### config.mk
export PLATFORM = sky130hd
export DESIGN_NAME = v3n_isqrt
export DESIGN_NICKNAME = d
export VERILOG_FILES = /design/src/rtl/vector3_normalise_assert.svh /design/src/rtl/v3n_pkg.sv /design/src/rtl/v3n_isqrt.sv
export SDC_FILE = /design/constraint.sdc
export NUM_CORES = 1
export LEC_CHECK = 0
export BUFFER_PORTS_ARGS = -buffer_cell sky130_fd_sc_hd__buf_2
export CAP_MARGIN = 20
export CORE_ASPECT_RATIO = 0.8
export CORE_MARGIN = 2
export CORE_UTILIZATION = 52
export CTS_BUF_LIST = sky130_fd_sc_hd__clkbuf_16
export CTS_CLUSTER_SIZE = 28
export DETAILED_ROUTE_END_ITERATION = 6
export PLACE_DENSITY = 0.79
export SLEW_MARGIN = 10
export SYNTH_ARGS = -nofsm -noshare
export SYNTH_HDL_FRONTEND = slang
export SYNTH_SLANG_ARGS = --single-unit
### constraint.sdc
create_clock -name clk_i -period 4.8 [get_ports clk_i]
set_input_delay 0.24 -clock clk_i [delete_from_list [all_inputs] [get_ports clk_i]]
set_output_delay 0.24 -clock clk_i [all_outputs]
set_load 0.05 [all_outputs]
### src/rtl/vector3_normalise_assert.svh
// ----------------------------------------------------------------------------
// vector3_normalise assertion macros
// Macros for the concurrent checks in the vector normalizer.
// The checks are left out when the design is synthesized.
// ----------------------------------------------------------------------------
`ifndef VECTOR3_NORMALISE_ASSERT_SVH
`define VECTOR3_NORMALISE_ASSERT_SVH
`ifndef SYNTHESIS
`define V3N_ASSERT(lbl, prop) \
  lbl: assert property (@(posedge clk_i) disable iff (!rst_ni) (prop)) \
    else $error("vector3_normalise check failed");
`define V3N_ASSERT_IMP(lbl, ante, cons) \
  `V3N_ASSERT(lbl, (ante) |-> (cons))
`else
`define V3N_ASSERT(lbl, prop)
`define V3N_ASSERT_IMP(lbl, ante, cons)
`endif
`endif

### src/rtl/v3n_pkg.sv
// ----------------------------------------------------------------------------
// v3n_pkg
// Widths and constants shared by the vector normalizer modules.
// ----------------------------------------------------------------------------
`timescale 1ns / 1ps
`default_nettype none
package v3n_pkg;
  localparam int unsigned CompW      = 16;
  localparam int unsigned MagW       = 16;
  localparam int unsigned SqW        = 32;
  localparam int unsigned SumW       = 32;
  localparam int unsigned AccW       = 66;
  localparam int unsigned QW         = 15;
  localparam int unsigned QStages    = 15;
  localparam int unsigned RootW      = 16;
  localparam int unsigned SqrtStages = 16;
  localparam int unsigned PipeDepth  = 16;
  localparam int unsigned Q214One    = 16384;
  localparam int unsigned FracShift  = 30;
endpackage
`default_nettype wire

### src/rtl/v3n_isqrt.sv
// ----------------------------------------------------------------------------
// v3n_isqrt
// Pipelined floor square root of a 32-bit sum, one result bit per stage.
// ----------------------------------------------------------------------------
`timescale 1ns / 1ps
`default_nettype none
module v3n_isqrt (
  input  wire logic                      clk_i,
  input  wire logic [v3n_pkg::SumW-1:0]  s_i,
  output logic      [v3n_pkg::RootW-1:0] root_o
);
  import v3n_pkg::*;

  localparam int unsigned SqAccW = SumW + 2;

  logic [RootW-1:0]  root_q [SqrtStages+1];
  logic [SqAccW-1:0] sq_q   [SqrtStages+1];
  logic [SumW-1:0]   s_q    [SqrtStages+1];

  always_comb begin
    root_q[0] = '0;
    sq_q[0]   = '0;
    s_q[0]    = s_i;
  end

  for (genvar j = 0; j < SqrtStages; j++) begin : g_stage
    localparam int unsigned K = SqrtStages - 1 - j;
    logic [SqAccW-1:0] sq_d;
    logic              take;

    always_comb begin
      sq_d = sq_q[j] + (SqAccW'(root_q[j]) << (K + 1)) + (SqAccW'(1) << (2 * K));
      take = sq_d <= SqAccW'(s_q[j]);
    end

    always_ff @(posedge clk_i) begin
      s_q[j+1] <= s_q[j];
      if (take) begin
        root_q[j+1] <= root_q[j] | (RootW'(1) << K);
        sq_q[j+1]   <= sq_d;
      end else begin
        root_q[j+1] <= root_q[j];
        sq_q[j+1]   <= sq_q[j];
      end
    end
  end

  assign root_o = root_q[SqrtStages];
endmodule
`default_nettype wire

-- Yosys cells after proc, flatten, opt, wreduce, memory -nomap -nowiden
Index checks and enable logic that the tools add are counted.
- add/subtract/negate cells: 30
- $mul: 0
- div/mod/pow operators: 0
- magnitude comparators: 16
- equal/unequal tests: 0
- shifts and indexed selects: 0
- muxes and demuxes: 16
- bitwise logic cells: 0
- reductions and logical operators: 0
- operator list (cell ; number):
    34-bit by 32-bit less-or-equal comparator with 1-bit output ; 15
    34-bit two-way mux ; 14
    34-bit by 1-bit adder with 34-bit output (second input constant) ; 1
    34-bit by 11-bit adder with 34-bit output (second input constant) ; 1
    34-bit by 13-bit adder with 34-bit output (second input constant) ; 1
    34-bit by 15-bit adder with 34-bit output (second input constant) ; 1
    34-bit by 17-bit adder with 34-bit output ; 1
    34-bit by 17-bit adder with 34-bit output (second input constant) ; 1
    34-bit by 18-bit adder with 34-bit output ; 1
    34-bit by 19-bit adder with 34-bit output ; 1
    34-bit by 19-bit adder with 34-bit output (second input constant) ; 1
    34-bit by 20-bit adder with 34-bit output ; 1
    34-bit by 21-bit adder with 34-bit output ; 1
    34-bit by 21-bit adder with 34-bit output (second input constant) ; 1
    34-bit by 22-bit adder with 34-bit output ; 1
    34-bit by 23-bit adder with 34-bit output ; 1
    34-bit by 23-bit adder with 34-bit output (second input constant) ; 1
    34-bit by 24-bit adder with 34-bit output ; 1
    34-bit by 25-bit adder with 34-bit output ; 1
    34-bit by 25-bit adder with 34-bit output (second input constant) ; 1
    34-bit by 26-bit adder with 34-bit output ; 1
    34-bit by 27-bit adder with 34-bit output ; 1
    34-bit by 27-bit adder with 34-bit output (second input constant) ; 1
    34-bit by 28-bit adder with 34-bit output ; 1
    11 further kinds ; 11
- register bits after elaboration: 1246
- latch bits: 0
- bits in writable memories: 0
- ROM bits: 0
- input port bits: 33
- output and inout port bits: 16
- logic and storage cells: 123
- memories kept: 0

-- Logic depth before layout (Yosys ltp)
Gate-level depths: netlist of run 1.
- word-level depth: 4
- gate-level depth with buffers: 20
- mapped depth without buffers: 19

-- Least setup slack after synthesis of run 1
OpenSTA, ideal clock, no wires.
- path type: register to register
- start: register root_q[102] in the netlist's numbering
- end: register sq_q[197] in the netlist's numbering
- setup time: 72 ps
- data arrival time: 4162 ps
- data required time: 4728 ps
- path slack: 567 ps
- cell stages (with the launch flop): 20
- path buffers: 1
- period minus slack after synthesis: 4233 ps
- path through: dfxtp_1 ha_1 ha_1 a21o_1 a221oi_2 o21ai_0 o21a_1 nor2_1 nor3_1 xor2_1 ha_1 or2_2 a21oi_1 a21oi_1 a2111oi_0 o21bai_1 o31a_1 buf_2 nor3_1 xor2_1
- longest elaborated chain between the ends: 4
- ends and longest elaborated chain (item ; RTL line ; source):
    start: declaration ; v3n_isqrt.sv:16 ; logic [RootW-1:0] root_q [SqrtStages+1];
    start signal: indexed assignment ; v3n_isqrt.sv:39 ; root_q[j+1] <= root_q[j] | (RootW'(1) << K);
    start signal: indexed assignment ; v3n_isqrt.sv:42 ; root_q[j+1] <= root_q[j];
    34-bit by 22-bit adder with 34-bit output * ; v3n_isqrt.sv:32 ; sq_d = sq_q[j] + (SqAccW'(root_q[j]) << (K + 1)) + (SqAccW'(1) << (2 * K));
    34-bit by 11-bit adder with 34-bit output * ; v3n_isqrt.sv:32 ;
    34-bit by 32-bit less-or-equal comparator with 1-bit output ; v3n_isqrt.sv:33 ; take = sq_d <= SqAccW'(s_q[j]);
    34-bit two-way mux * ; v3n_isqrt.sv:38 ; if (take) begin
    end signal: indexed assignment ; v3n_isqrt.sv:40 ; sq_q[j+1] <= sq_d;
    end signal: indexed assignment ; v3n_isqrt.sv:43 ; sq_q[j+1] <= sq_q[j];
    end: declaration ; v3n_isqrt.sv:17 ; logic [SqAccW-1:0] sq_q [SqrtStages+1];
Mark *: on every way between the ends. The rest lies on a longest branch, timed or not.
A chain may end at the register's enable or synchronous reset.

-- Final worst setup path of run 1
- start: register root_q[57] in the netlist's numbering
- end: register sq_q[84] in the netlist's numbering
- longest elaborated chain between the ends: 4
- ends and longest elaborated chain (item ; RTL line):
    34-bit by 19-bit adder with 34-bit output * ; v3n_isqrt.sv:32
    34-bit by 5-bit adder with 34-bit output * ; v3n_isqrt.sv:32
    34-bit by 32-bit less-or-equal comparator with 1-bit output ; v3n_isqrt.sv:33
    34-bit two-way mux * ; v3n_isqrt.sv:38
Marks and branches as above.

==> out/qor.csv, run 1 <==
stage;metric;value;unit
floorplanning;FP Rows;84;
floorplanning;CORE AREA;65790;µm²
finish;Cell Count, Final, Fillers Out;4287;
logic_synthesis;area fraction in compound gates after synthesis;0.1004;
logic_synthesis;cells after synthesis;3223;
sta;Tmin final;4569;ps
drt;total wire length;74070;µm
clock_network;CTS tree;done;
logic_synthesis;Seq/Total Area, Yosys;0.5001;
finish;post-layout util;0.5904;
logic_synthesis;syn avg cell area;10.74;µm²
power_and_ir_drop;pwr dens;769.6;nW/µm²
setup_path;Setup crit end kind;register;
floorplanning;die height;234.8;µm
finish;Area Overhead vs Synth;12.20;%
sta;setup tns final;0;ps
drt;# DRC;0;
power_and_ir_drop;Leakage Power;0.01784;µW
grt;total track usage;0.2148;
clock_network;CTS Buffer Depth;3;
drt;Antenna Nets Post-Route;0;
place;Inst Count DP;4112;
logic_synthesis;synthesized area;34620;µm²
sta;Setup Skew;16.56;ps
clock_network;H-tree levels;3;
logic_synthesis;Synth Area in Adders;0.1294;
sta;final setup fails;0;
status;status;finished clean;
logic_synthesis;dominant synthesized flop cell;dfxtp_1;
logic_synthesis;Yosys cell types;95;
place;GPL Wtd Cong;0.8959;
grt;vias in the first global route;23340;
finish;commonest non-fill, non-tap cell in the layout;dfxtp_1;
setup_path;critical-path maximum fanout;15;
power_and_ir_drop;peak supply drop;411.6;µV
job;max capacitance violation total;0;
clock_network;Clk pin slew, worst setup/hold paths;80;ps
setup_path;critical path type;register to register;
logic_synthesis;Simple-Gate Fraction of Synth Area;0.1203;
clock_network;Worst-Skew Late Latency;640;ps
finish;layout cells sized above 1;0.09632;
logic_synthesis;Yosys warning total;0;
drt;first-pass iteration count of the detailed router;7;
drt;starting DRC count in detailed routing;1232;
logic_synthesis;Synth async-reset ratio;0;
sta;Highest Clock Rate;218.9;MHz
hold_path;min-delay worst type;input port to register;
floorplanning;die area;68680;µm²
clock_network;TritonCTS Buffers;77;
setup_path;Worst Setup Start Kind;register;
clock_network;clk sinks;865;
sta;Final Slew Violations;0;
floorplanning;DIE WIDTH;292.5;µm
logic_synthesis;#FFs+latches synth;865;
logic_synthesis;Post-synth EDFFs;0;
grt;first-pass GRT wire length;119700;µm
grt;GR Overflow Total;0;
logic_synthesis;XOR/XNOR share of the synthesized area;0.07740;
setup_path;CP required;5300;ps
floorplanning;Starting Density;0.5263;
sta;Slew headroom;0.3269;
sta;RSZ-0062 raised after global routing;no;
clock_network;Clock Root Buffer;clkbuf_16;
finish;most frequent cells in the layout;dfxtp_1 (865), ha_1 (358), inv_1 (302), xnor2_1 (177), a21oi_1 (139);
setup_path;CP arrival;5070;ps
finish;Layout Nets;3754;
drt;via-per-instance ratio;5.358;
place;estimated wirelength of the detail-placed design;55260;µm
floorplanning;Ports;49;
sta;slew of the pin with the lowest slew margin;1000;ps
sta;Final Hold Violating Endpoints;0;
logic_synthesis;largest family of logic cells by synthesized area;adder cells;
sta;final worst path period share;0.9518;
grt;initial antenna violation count;3;
clock_network;Post-CTS Repair Setup Buffers;0;
drt;routed len/inst;17.28;µm
grt;largest net degree at the start of global routing;18;
drt;Vias;22968;
place;port buffer count;48;
logic_synthesis;post-synthesis mux area share;0.03216;
==> cell usage after synthesis (13+ instances only) <==
library cell / number / area share
a211oi_1: 26 / 0.0056
a21o_1: 98 / 0.021
a21oi_1: 139 / 0.020
a31oi_1: 19 / 0.0034
and2_1: 35 / 0.0063
and3_1: 34 / 0.0061
and4_1: 20 / 0.0051
buf_2: 13 / 0.0019
buf_4: 18 / 0.0039
clkbuf_1: 14 / 0.0015
dfxtp_1: 865 / 0.50
ha_1: 358 / 0.13
inv_1: 288 / 0.031
mux2_1: 14 / 0.0046
mux2_2: 64 / 0.021
mux2_4: 13 / 0.0056
nand2_1: 110 / 0.012
nand2b_1: 16 / 0.0029
nand3_1: 94 / 0.014
nand4_1: 77 / 0.014
nor2_1: 123 / 0.013
nor2b_1: 41 / 0.0074
nor3_1: 46 / 0.0066
nor3b_1: 17 / 0.0037
nor4_1: 47 / 0.0085
o211ai_1: 16 / 0.0035
o21a_1: 33 / 0.0072
o21ai_0: 66 / 0.0095
o21bai_1: 19 / 0.0041
or2_2: 17 / 0.0031
xnor2_1: 177 / 0.045
xor2_1: 129 / 0.033
==> critical path: stages, from the launching register on <==
cell	delay (ps)
dfxtp_1	320
ha_1	380
a21o_1	230
a32o_1	280
a311oi_2	430
o31ai_4	190
nand2_1	160
nor2_1	90
xor2_1	140
ha_1	310
nand4_1	230
nor4_2	410
and3_1	250
mux2i_1	80
o21a_1	170
a21oi_4	120
buf_4	260
mux2_1	390
==> cell families after synthesis <==
logic type	after synthesis
other cells	1
xor+xnor	306
simple gates	747
buf+inv	341
fa+ha+maj	358
flops	865
compound gates	510
mux	95
==> power by group <==
part	switching, µW	internal (µW)	total (µW)	leakage (µW)
clock network	2750	3470	6220	0.00131
logic	7150	6250	13400	0.00925
registers	1430	8850	10300	0.00728
==> sequential cells by signal (all words and copies together), names as in the netlist <==
register	count
root_o	16
sq_q	249
s_q	480
root_q	120
==> metal layers <==
metal | vias to the layer above | track usage | routed length [µm]
li1 | 11561 | - | -
met1 | 10767 | 0.2622 | 32910
met2 | 477 | 0.3741 | 35390
met3 | 161 | 0.03575 | 2839
met4 | 2 | 0.09091 | 2918
met5 | - | 0 | 13
==> area by class of cell <==
class / instances / area (µm²)
clock buffer: 77 / 1927
clock inverter: 65 / 654.4
antenna: 1 / 2.502
sequential: 865 / 17320
fill: 5208 / 26950
timing repair buffer: 113 / 820.8
inverter: 288 / 1081
multi-input combinational: 2018 / 15970
tap: 860 / 1076
==> path summary, 6_finish.rpt <==
check                     start                to  slack [ps]  cells past startpoint
max reg2reg  root_q[57]$_DFF_P_  sq_q[84]$_DFF_P_         230                     17
max          root_q[57]$_DFF_P_  sq_q[84]$_DFF_P_         230                     17
min                     s_i[12]  s_q[492]$_DFF_P_         230                      2
min reg2reg    s_q[500]$_DFF_P_  s_q[468]$_DFF_P_         340                      0
==> through the flow <==
| step | power (µW) | worst slack, ps | hold slack (ps) | area (µm²) |
|---|---|---|---|---|
| floorplan | 20230 | 566.5 | 267.7 | 34630 |
| global placement | 23030 | 196.9 | 329.5 | 35900 |
| detailed placement | 23390 | 134.6 | 332.3 | 35900 |
| CTS | 29800 | 60.34 | 198.9 | 38800 |
| global route | 31980 | 25.76 | 216.9 | 38840 |
| finish | 29900 | 231.3 | 227.3 | 38850 |
==> timing repair <==
item | in CTS | in global routing
endpoints found under the setup margin | 0 | 67
hold buffers | 32 | 0
gates resized for setup | 0 | 12
hold endpoints to repair | 33 | 0
No activity file was read; power rests on OpenSTA's default activity.
==> run 2, diff against run 1 <==
--- a/config.mk
+++ b/config.mk
@@ -9,11 +9,11 @@
 export CAP_MARGIN = 20
 export CORE_ASPECT_RATIO = 0.8
 export CORE_MARGIN = 2
-export CORE_UTILIZATION = 52
+export CORE_UTILIZATION = 35
 export CTS_BUF_LIST = sky130_fd_sc_hd__clkbuf_16
 export CTS_CLUSTER_SIZE = 28
 export DETAILED_ROUTE_END_ITERATION = 6
-export PLACE_DENSITY = 0.79
+export PLACE_DENSITY = 0.6
 export SLEW_MARGIN = 10
 export SYNTH_ARGS = -nofsm -noshare
 export SYNTH_HDL_FRONTEND = slang
==> out/qor.csv, run 2 (synthesis gave the netlist of run 1 again) <==
stage;metric;value;unit;change
floorplanning;die height;285.3;µm;+22%
place;dpl cell area;36460;µm²;+1.6%
hold_path;min-delay worst type;input port to register;;
clock_network;H-tree levels;3;;unchanged
place;Inst Count DP;4563;;+11%
grt;largest net degree at the start of global routing;18;;unchanged
place;estimated wirelength of the detail-placed design;57950;µm;+4.9%
finish;number of diodes;0;;-1
setup_path;Critical path origin;root_q[53]$_DFF_P_;;
status;status;finished clean;;
clock_network;CTS Buffer Depth;3;;unchanged
sta;Slew headroom;0.4425;;+0.1156
grt;vias in the first global route;22313;;-4.4%
job;max capacitance violation total;0;;unchanged
finish;layout cells sized above 1;0.09481;;-0.001515
grt;first-pass GRT wire length;117900;µm;-1.5%
power_and_ir_drop;pwr dens;754.2;nW/µm²;-2.0%
sta;Highest Clock Rate;222.2;MHz;+1.5%
setup_path;critical-path maximum fanout;15;;unchanged
clock_network;clk sinks;865;;unchanged
sta;slew of the pin with the lowest slew margin;824.6;ps;-175.8 ps
floorplanning;Starting Density;0.3521;;-0.1741
drt;Top Metal Used;met4;;
sta;Setup Skew;20.83;ps;+4.262 ps
drt;Met3 Wirelength;2132;µm;-25%
sta;final setup fails;0;;unchanged
sta;final worst path period share;0.9374;;-0.01439
finish;largest reg by FF count;s_q;;
finish;Area Overhead vs Synth;13.71;%;
setup_path;CP peak stage delay;440;ps;about the same
setup_path;Most common cell on crit path;ha_1;;
sta;Final Hold Violating Endpoints;0;;unchanged
setup_path;critical path type;register to register;;
setup_path;CP max-delay cell;o31ai_4;;
grt;GR Overflow Total;0;;unchanged
finish;biggest regs;s_q x480, sq_q x249, root_q x120;;
sta;setup tns final;0;ps;unchanged
setup_path;Setup crit end kind;register;;
place;port buffer count;48;;unchanged
sta;RSZ-0062 raised after global routing;no;;
finish;max reg flops;480;;unchanged
clock_network;Clk pin slew, worst setup/hold paths;60;ps;-20 ps
grt;initial antenna violation count;1;;-2
power_and_ir_drop;peak supply drop;465.6;µV;+13%
drt;total wire length;73240;µm;-1.1%
clock_network;Clock Root Buffer;clkbuf_16;;
setup_path;CP required;5320;ps;+20 ps
drt;Vias;22137;;-3.6%
drt;# DRC;0;;unchanged
finish;commonest non-fill, non-tap cell in the layout;dfxtp_1;;
finish;Cell Count, Final, Fillers Out;4740;;+11%
drt;Met1 Wirelength;36180;µm;+9.9%
clock_network;Worst-Skew Late Latency;650;ps;about the same
power_and_ir_drop;Leakage Power;0.01783;µW;about the same
setup_path;reg2reg start;root_q[53]$_DFF_P_;;
drt;routed len/inst;15.45;µm;-11%
floorplanning;DIE WIDTH;355.7;µm;+22%
hold_path;min-delay src;s_i[6];;
finish;most frequent cells in the layout;dfxtp_1 (865), ha_1 (358), inv_1 (302), xnor2_1 (177), a21oi_1 (139);;
finish;post-layout util;0.4004;;-0.1900
finish;Layout Nets;3754;;unchanged
setup_path;CP cell instances;ha_1, a31oi_1, o21ai_1, a311oi_2, o31ai_4, nand2_1, nor2_1, xor2_1, ha_1, nand4_1, nor4_2, and3_1, mux2i_1, o21a_1, a21oi_4, buf_4, mux2_2;;
setup_path;CP arrival;5020;ps;-50 ps
grt;total track usage;0.1444;;-0.07038
drt;via-per-instance ratio;4.670;;-13%
drt;starting DRC count in detailed routing;1090;;-12%
floorplanning;die area;101500;µm²;+48%
drt;first-pass iteration count of the detailed router;5;;-2
clock_network;TritonCTS Buffers;78;;+1.3%
setup_path;Worst Setup Start Kind;register;;
floorplanning;Ports;49;;unchanged
drt;WL met2;32380;µm;-8.5%
sta;Final Slew Violations;0;;unchanged
place;GPL Wtd Cong;0.8602;;-4.0%
drt;Antenna Nets Post-Route;0;;unchanged
sta;Tmin final;4500;ps;-69.09 ps
floorplanning;CORE AREA;98330;µm²;+49%
finish;Non-Filler Cell Area, Final;39370;µm²;+1.3%
clock_network;CTS tree;done;;
floorplanning;FP Rows;103;;+23%
[run 2: changes by cell type in the layout (fill, tap and decap cells not counted), sizes merged]
cell	before	now
clkinv	35	40
bufinv	9	7
clkinvlp	3	1
buf	81	80
clkbuf	77	78
diode	1	0
inv	306	307
[run 2: report_power, final]
part | internal [µW] | total [µW] | switching, µW | leakage (µW)
Clock | 3390 | 6140 | 2760 | 0.00130
Combinational | 6230 | 13300 | 7020 | 0.00925
Sequential | 8850 | 10300 | 1440 | 0.00728
[run 2: critical path: cells and delay by family, from the launching register on]
| kind | cells | cell delay, ps |
|---|---|---|
| multiplexers | 2 | 460 |
| AO/OA/AOI/OAI | 6 | 1360 |
| buffers and inverters | 1 | 250 |
| AND/OR/NAND/NOR | 5 | 1220 |
| flip-flops | 1 | 340 |
| XOR/XNOR | 1 | 90 |
| adder cells (fa/ha/maj) | 2 | 630 |
[run 2: metrics by stage]
step           hold WS [ps]  total power, µW  worst slack [ps]
2_1_floorplan         267.7            20230             566.5
3_3_place_gp          333.2            23380             109.8
3_5_place_dp          333.7            23560             61.89
4_1_cts               175.4            29850             38.43
5_1_grt               193.9            32060             29.16
6_report              224.9            29700             300.4
[run 2: per-layer routing]
metal | up-vias | track usage
met1 | 10153 | 0.1930
met2 | 308 | 0.2335
li1 | 11552 | -
met5 | - | 0
met3 | 124 | 0.02253
met4 | 0 | 0.05646
[run 2: final timing paths]
check / cells after the start / slack, ps / end
max reg2reg: 17 / 300 / sq_q[77]$_DFF_P_
max: 17 / 300 / sq_q[77]$_DFF_P_
min reg2reg: 0 / 340 / s_q[263]$_DFF_P_
min: 2 / 220 / s_q[486]$_DFF_P_
[run 2: area by class of cell]
type                            count  area, µm²
Clock buffer                       78       1952
Clock inverter                     67      585.6
Fill cell                        9502      58960
Inverter                          288       1081
Multi-Input combinational cell   2018      15980
Sequential cell                   865      17320
Tap cell                         1312       1642
Timing Repair Buffer              112      813.3
[run 2: what timing repair did]
item                       CTS  global route
hold endpoints to repair    33             0
hold buffers                32             0
setup buffers                0             0
setup endpoints to repair    0            68
resized for setup            0            13
